$ cat src/rtl/btob_pkg.sv
// Shared types and constants of the bilinear texel over-blend pipeline.
package btob_pkg;

    localparam int WEIGHT_BITS_DEF = 8;
    localparam int CHAN_BITS       = 8;
    localparam int NUM_CHAN        = 4;
    localparam int WEIGHT_FIELD_W  = 9;
    localparam logic [CHAN_BITS-1:0] CHAN_MAX = 8'hFF;

    typedef struct packed {
        logic [31:0]               texel_top_left;
        logic [31:0]               texel_top_right;
        logic [31:0]               texel_bottom_left;
        logic [31:0]               texel_bottom_right;
        logic [WEIGHT_FIELD_W-1:0] weight_x;
        logic [WEIGHT_FIELD_W-1:0] weight_y;
        logic [31:0]               dest_pixel;
        logic                      inside_req;
    } t_btob_in;

    typedef struct packed {
        logic [31:0] out_pixel;
        logic        write_enable;
    } t_btob_out;

    // Filtered texel with the fields that ride alongside it to the blend stages.
    typedef struct packed {
        logic [31:0] filt;
        logic [31:0] dest_pixel;
        logic        inside_req;
    } t_btob_mid;

endpackage

$ cat src/rtl/btob_filter.sv
// Three-stage bilinear filter: weight clamp, horizontal lerps, vertical lerp.
module btob_filter #(
    parameter int WEIGHT_BITS = btob_pkg::WEIGHT_BITS_DEF
) (
    input  logic               i_clk,
    input  logic               i_rst_n,
    input  logic               i_vld,
    input  btob_pkg::t_btob_in i_data,
    output logic               o_vld,
    output btob_pkg::t_btob_mid o_data
);
    import btob_pkg::*;

    localparam int WW = WEIGHT_BITS + 1;
    localparam int SW = WEIGHT_BITS + CHAN_BITS + 1;
    localparam logic [WW-1:0] ONE = {1'b1, {WEIGHT_BITS{1'b0}}};

    logic [2:0] r_vld;

    // Stage 1: registered texels and clamped weights.
    logic [NUM_CHAN-1:0][CHAN_BITS-1:0] r_tl, r_tr, r_bl, r_br;
    logic [WW-1:0]                      r_wx, r_wy;
    logic [31:0]                        r_dest1;
    logic                               r_in1;
    logic [WW-1:0]                      n_wx, n_wy;
    logic [WW+WEIGHT_FIELD_W-1:0]       ext_wx, ext_wy;

    // Stage 2: top and bottom row results.
    logic [NUM_CHAN-1:0][CHAN_BITS-1:0] r_top, r_bot, n_top, n_bot;
    logic [WW-1:0]                      r_wy2;
    logic [31:0]                        r_dest2;
    logic                               r_in2;

    // Stage 3: filtered texel.
    logic [NUM_CHAN-1:0][CHAN_BITS-1:0] r_filt, n_filt;
    logic [31:0]                        r_dest3;
    logic                               r_in3;

    always_comb begin
        ext_wx = {{WW{1'b0}}, i_data.weight_x};
        ext_wy = {{WW{1'b0}}, i_data.weight_y};
        n_wx   = (ext_wx[WW-1:0] > ONE) ? ONE : ext_wx[WW-1:0];
        n_wy   = (ext_wy[WW-1:0] > ONE) ? ONE : ext_wy[WW-1:0];
    end

    always_comb begin
        for (int k = 0; k < NUM_CHAN; k++) begin
            n_top[k] = CHAN_BITS'((SW'(r_tl[k]) * SW'(ONE - r_wx)
                                 + SW'(r_tr[k]) * SW'(r_wx)) >> WEIGHT_BITS);
            n_bot[k] = CHAN_BITS'((SW'(r_bl[k]) * SW'(ONE - r_wx)
                                 + SW'(r_br[k]) * SW'(r_wx)) >> WEIGHT_BITS);
            n_filt[k] = CHAN_BITS'((SW'(r_top[k]) * SW'(ONE - r_wy2)
                                  + SW'(r_bot[k]) * SW'(r_wy2)) >> WEIGHT_BITS);
        end
    end

    always_ff @(posedge i_clk) begin
        if (!i_rst_n) begin
            r_vld <= '0;
        end else begin
            r_vld <= {r_vld[1:0], i_vld};
        end
    end

    always_ff @(posedge i_clk) begin
        r_tl    <= i_data.texel_top_left;
        r_tr    <= i_data.texel_top_right;
        r_bl    <= i_data.texel_bottom_left;
        r_br    <= i_data.texel_bottom_right;
        r_wx    <= n_wx;
        r_wy    <= n_wy;
        r_dest1 <= i_data.dest_pixel;
        r_in1   <= i_data.inside_req;

        r_top   <= n_top;
        r_bot   <= n_bot;
        r_wy2   <= r_wy;
        r_dest2 <= r_dest1;
        r_in2   <= r_in1;

        r_filt  <= n_filt;
        r_dest3 <= r_dest2;
        r_in3   <= r_in2;
    end

    assign o_vld             = r_vld[2];
    assign o_data.filt       = r_filt;
    assign o_data.dest_pixel = r_dest3;
    assign o_data.inside_req = r_in3;

    a_vld_latency: assert property (@(posedge i_clk) disable iff (!i_rst_n)
        o_vld |-> $past(i_vld, 3))
        else $error("filter word out without matching word in");

    a_wx_clamped: assert property (@(posedge i_clk) disable iff (!i_rst_n)
        r_vld[0] |-> (r_wx <= ONE && r_wy <= ONE))
        else $error("weight not clamped to one");

    a_wy_carried: assert property (@(posedge i_clk) disable iff (!i_rst_n)
        r_vld[1] |-> r_wy2 == $past(r_wy))
        else $error("vertical weight lost between stages");

endmodule

$ cat src/rtl/bilinear_texel_over_blend_top.sv
// Top level of the bilinear texel filter with premultiplied-alpha over blend.
//
//  channel   direction  handshake            payload
//  command   in         i_start / o_busy     i_data  (t_btob_in)
//  result    out        o_valid strobe       o_data  (t_btob_out)
//
// A word is taken at every edge where i_start is high; o_busy is never raised.
// Each word appears on o_data with o_valid for one cycle.
// The path runs through the pipeline: clamp, x lerp, y lerp, blend multiply,
// divide-by-255 and saturate, one register stage each.
// Reset clears only the valid bits; the receiver cannot stall the pipeline.
module bilinear_texel_over_blend_top #(
    parameter int WEIGHT_BITS = btob_pkg::WEIGHT_BITS_DEF
) (
    input  logic                i_clk,
    input  logic                i_rst_n,
    input  logic                i_start,
    input  btob_pkg::t_btob_in  i_data,
    output logic                o_busy,
    output logic                o_valid,
    output btob_pkg::t_btob_out o_data
);
    import btob_pkg::*;

    localparam int PW = 2 * CHAN_BITS;

    logic      filt_vld;
    t_btob_mid filt_data;

    btob_filter #(
        .WEIGHT_BITS(WEIGHT_BITS)
    ) u_filter (
        .i_clk   (i_clk),
        .i_rst_n (i_rst_n),
        .i_vld   (i_start),
        .i_data  (i_data),
        .o_vld   (filt_vld),
        .o_data  (filt_data)
    );

    logic [1:0] r_vld;

    // Stage 4: destination channel times the uncovered fraction.
    logic [2:0][PW-1:0]        r_prod, n_prod;
    logic [2:0][CHAN_BITS-1:0] r_col;
    logic                      r_in4;

    // Stage 5: result word.
    logic [2:0][CHAN_BITS-1:0] n_chan;
    logic [PW:0]               quo;
    logic [CHAN_BITS:0]        sum;
    t_btob_out                 r_out;

    always_comb begin
        for (int k = 0; k < 3; k++) begin
            n_prod[k] = PW'(filt_data.dest_pixel[k*CHAN_BITS +: CHAN_BITS])
                      * PW'(CHAN_MAX - filt_data.filt[3*CHAN_BITS +: CHAN_BITS]);
        end
    end

    // x / 255 equals (x + (x >> 8) + 1) >> 8 over the whole product range.
    always_comb begin
        quo = '0;
        sum = '0;
        for (int k = 0; k < 3; k++) begin
            quo = ((PW+1)'(r_prod[k]) + (PW+1)'(r_prod[k] >> CHAN_BITS) + (PW+1)'(1))
                  >> CHAN_BITS;
            sum = (CHAN_BITS+1)'(r_col[k]) + quo[CHAN_BITS:0];
            n_chan[k] = sum[CHAN_BITS] ? CHAN_MAX : sum[CHAN_BITS-1:0];
        end
    end

    always_ff @(posedge i_clk) begin
        if (!i_rst_n) begin
            r_vld <= '0;
        end else begin
            r_vld <= {r_vld[0], filt_vld};
        end
    end

    always_ff @(posedge i_clk) begin
        r_prod <= n_prod;
        r_col  <= filt_data.filt[3*CHAN_BITS-1:0];
        r_in4  <= filt_data.inside_req;

        r_out.out_pixel    <= {CHAN_MAX, n_chan[2], n_chan[1], n_chan[0]};
        r_out.write_enable <= r_in4;
    end

    assign o_busy  = 1'b0;
    assign o_valid = r_vld[1];
    assign o_data  = r_out;

    a_out_latency: assert property (@(posedge i_clk) disable iff (!i_rst_n)
        o_valid |-> $past(i_start, 5))
        else $error("result word without a matching command word");

    a_alpha_full: assert property (@(posedge i_clk) disable iff (!i_rst_n)
        o_valid |-> o_data.out_pixel[31:24] == CHAN_MAX)
        else $error("output alpha not opaque");

    a_we_follows: assert property (@(posedge i_clk) disable iff (!i_rst_n)
        o_valid |-> o_data.write_enable == $past(i_data.inside_req, 5))
        else $error("write enable does not follow the inside flag");

    a_never_busy: assert property (@(posedge i_clk) disable iff (!i_rst_n)
        !o_busy)
        else $error("busy raised on a fully pipelined path");

endmodule

$ cat config.mk
export PLATFORM = sky130hd
export DESIGN_NAME = bilinear_texel_over_blend_top
export DESIGN_NICKNAME = d
export VERILOG_FILES = /design/src/rtl/btob_pkg.sv /design/src/rtl/btob_filter.sv /design/src/rtl/bilinear_texel_over_blend_top.sv
export SDC_FILE = /design/constraint.sdc
export NUM_CORES = 2
export LEC_CHECK = 0
export BUFFER_PORTS_ARGS = -buffer_cell sky130_fd_sc_hd__buf_2
export CORE_AREA = 5 5 355 444
export DETAILED_ROUTE_END_ITERATION = 12
export DIE_AREA = 0 0 360 449
export PLACE_DENSITY = 0.73
export SLEW_MARGIN = 20
export SYNTH_ARGS = -nofsm -noshare
export SYNTH_HDL_FRONTEND = slang
export SYNTH_SLANG_ARGS = --single-unit
export TNS_END_PERCENT = 1
$ cat constraint.sdc
create_clock -name i_clk -period 17.12 [get_ports i_clk]
set_input_delay 2.568 -clock i_clk [delete_from_list [all_inputs] [get_ports i_clk]]
set_output_delay 2.568 -clock i_clk [all_outputs]
set_load 0.01 [all_outputs]
==> results.cfg <==
[synthesis]
synth_compound_area_share_pct = 2.775
synth_top_flop_cell = dfxtp_1
synth_adder_area_share_pct = 53.63
yosys_warnings = 0
netlist_instances = 8136
synth_area_leaders = fa_1 (42%), ha_1 (12%), dfxtp_1 (11%)
yosysSeqAreaShare_pct = 11.31
synth.largest_area_cell = fa_1
synth_xor_area_share_pct = 4.256
avgSynthCellArea_um2 = 9.333
ys_async_sr_fraction_pct = 0
synth_edf_count = 0
synth_top_family_by_area = adder cells
synth_top_area_share_pct = 41.55
synthMuxAreaShare_pct = 0
ys_types = 57
netlist_area_um2 = 75940
yosys_register_bits = 429
synth_simple_gate_area_share_pct = 16.06

[sta]
finalSetupViolations = 0
period_minus_slack_ns = 8.677
final.setup.tns_ns = 0
fmax_ghz = 0.1152
rsz0062_at_grt = no
worst_pin_slew_ns = 1.148
fin_crit_sh_pct = 50.68
finalClockSkew_ns = 0.04505
hold_viol = 0
max-slew-margin-rel_pct = 23.37
finalMaxSlewViolations = 0

[global_routing]
grt_pass1_wl_mm = 298.0
grt_max_degree = 68
grt_pass1_vias = 58960
grt_overflow = 0
antenna_found_initial = 6
grt_usage_pct = 22.74

[cts]
clk_latency_ns = 0.68
clock_tree.htree_level_count = 2
root_buffer = clkbuf_16
cts.clk_slew.worst_paths_ns = 0.07
postCtsResizedCells = 0
cts_setup_buffers = 0
clockBufferDepth = 3
clkSinkCount = 429
cts_tree = built
cts_made_buffers = 50
cts_hold_buffers = 0

[cells_and_area]
regArea_um2 = 8603
final_nets = 10590
final_cell_mix = inv_1 (2065), fa_1 (1576), and2_1 (1090)
layout_commonest_cell = inv_1
nFillCells = 13800
area_growth_pct = 5.971
multiInputGateArea_um2 = 58440
layout-drive-gt1-share_pct = 4.705

[die]
rows = 161
die_x_um = 360
start_util_pct = 49.60
die_area_um2 = 161600
die_h_um = 449
design.core.area_um2 = 153100
io_pins = 217

[hold_path]
hold_end = u_filter.r_dest2[1]$_DFF_P_
hold_class = flop to flop
whs_path_depth = 0
hold_start = u_filter.r_dest1[1]$_DFF_P_

[critical_path]
crit_required_ns = 17.60
rrSetupSlack_ns = 8.44
worstReg2RegEnd = u_filter.r_bot[2]$_DFF_P_
path_max_fanout = 66
cp-end-kind = flop
startpoint_type = flop
reg2regPathDepth = 22
cp.arrival_ns = 9.16
crit_type = flop to flop
worstReg2RegStart = u_filter.r_wx[1]$_SDFF_PN0_

[route]
drc = 0
drt_iter0_drc = 2621
wirelength_mm = 178.7
wl_per_cell_um = 17.54
dr.pass1.iters = 5
vias = 51930
antenna_left = 0
vias_per_cell = 5.100

[run_status]
status = completed

[placed_design]
gp_congestion = 0.8926
dp_hpwl_mm = 140.8
io_buffers = 199

[flow_run]
cap_violations = 0
[state kept, by name, summed over array words and instances (netlist names), 3 cells and up]
signal            count
r_prod               48
u_filter.o_data      32
u_filter.r_bl        32
u_filter.r_bot       32
u_filter.r_br        32
u_filter.r_tl        32
u_filter.r_top       32
u_filter.r_tr        32
o_data               25
r_col                24
u_filter.r_dest1     24
u_filter.r_dest2     24
u_filter.r_dest3     24
u_filter.r_wx         9
u_filter.r_wy2        9
u_filter.r_wy         9
u_filter.r_vld        3
[worst max-delay path by stage]
stage	depth (start not counted)	to	startpoint	slack, ns
after global routing	22	u_filter.r_bot[2]$_DFF_P_	u_filter.r_wx[1]$_SDFF_PN0_	8.23
after CTS	22	u_filter.r_bot[2]$_DFF_P_	u_filter.r_wx[1]$_SDFF_PN0_	8.43
after detailed placement	22	u_filter.r_bot[2]$_DFF_P_	u_filter.r_wx[1]$_SDFF_PN0_	8.46
after global placement	22	u_filter.r_bot[2]$_DFF_P_	u_filter.r_wx[1]$_SDFF_PN0_	8.62
after floorplan	25	u_filter.r_bot[31]$_DFF_P_	u_filter.r_wx[0]$_SDFF_PN0_	9.79
final	22	u_filter.r_bot[2]$_DFF_P_	u_filter.r_wx[1]$_SDFF_PN0_	8.44
[metrics by stage]
stage / instances / setup slack, ns / area, µm² / util [%] / hold slack (ns)
after floorplan: 8143 / 9.792 / 75960 / - / 0.3096
after global placement: 10090 / 8.622 / 78730 / 51.43 / 0.3098
after detailed placement: 10090 / 8.459 / 78730 / 51.43 / 0.3120
after CTS: 10180 / 8.434 / 80460 / 52.55 / 0.2930
after global routing: 10180 / 8.226 / 80460 / 52.55 / 0.3149
final: 10180 / 8.443 / 80470 / 52.56 / 0.3062
[cell type report]
| type | instances | area share (%) |
|---|---|---|
| well taps | 2037 | 3.167 |
| flip-flops and latches | 429 | 10.69 |
| multi-input cells | 5303 | 72.62 |
| diodes | 5 | 0.01555 |
| clock inverters | 38 | 0.5458 |
| repair buffers | 252 | 1.732 |
| clock buffers | 54 | 1.598 |
| inverters | 2065 | 9.632 |
[cell usage after synthesis (all sizes together), types with 5 or more instances]
cell type     n
a21o         30
ha          733
nor2         95
buf          74
a311oi        5
nand2b      105
o31ai         8
o21ai        60
a211oi       10
and3          6
dfxtp       429
nand2       765
fa         1576
nor3         29
o41ai        11
nand3        23
a2111oi       6
a21boi        6
and2       1090
nor2b       134
or3          15
o22a          5
or2          10
a21oi        82
clkbuf      272
xor2         69
o21a         43
inv        2065
o211a         6
nand4        13
o22ai         5
o21bai       16
xnor2       300
and4          8
[cell families (layout without fill, tap and decap cells)]
family                     Yosys count  count (layout)
AOI/OAI and AO/OA                  317             317
xor gates and xnor gates           369             369
and+or+nand+nor                   2299            2299
buffers and inverters             2411            2409
other                                2              14
adders and majority gates         2309            2309
DFF                                429             429
[per-layer routing]
layer | GRT usage (%) | vias to the layer above | routed length, µm
met5 | 0 | - | 9
met4 | 9.452 | 2 | 8817
met3 | 3.156 | 432 | 9654
met2 | 41.28 | 1419 | 91260
met1 | 27.04 | 26750 | 68910
li1 | - | 23330 | -
[critical path, cell delays in order, from the launching register on]
cell	delay [ns]
dfxtp_2	0.32
buf_4	0.69
inv_1	0.11
ha_2	0.25
nand2_1	0.16
xor2_4	0.62
buf_4	0.72
nand2_1	0.17
fa_1	0.52
fa_1	0.53
fa_1	0.52
inv_1	0.06
fa_1	0.46
fa_1	0.52
inv_1	0.05
fa_1	0.47
inv_1	0.05
ha_1	0.26
o21a_1	0.12
nor2_1	0.05
o31ai_1	0.78
a21oi_1	0.23
xnor2_1	0.74
Power is left out: the tool's default activity adds up to more than one toggle a clock period on the data nets, which glitch-free logic cannot reach.
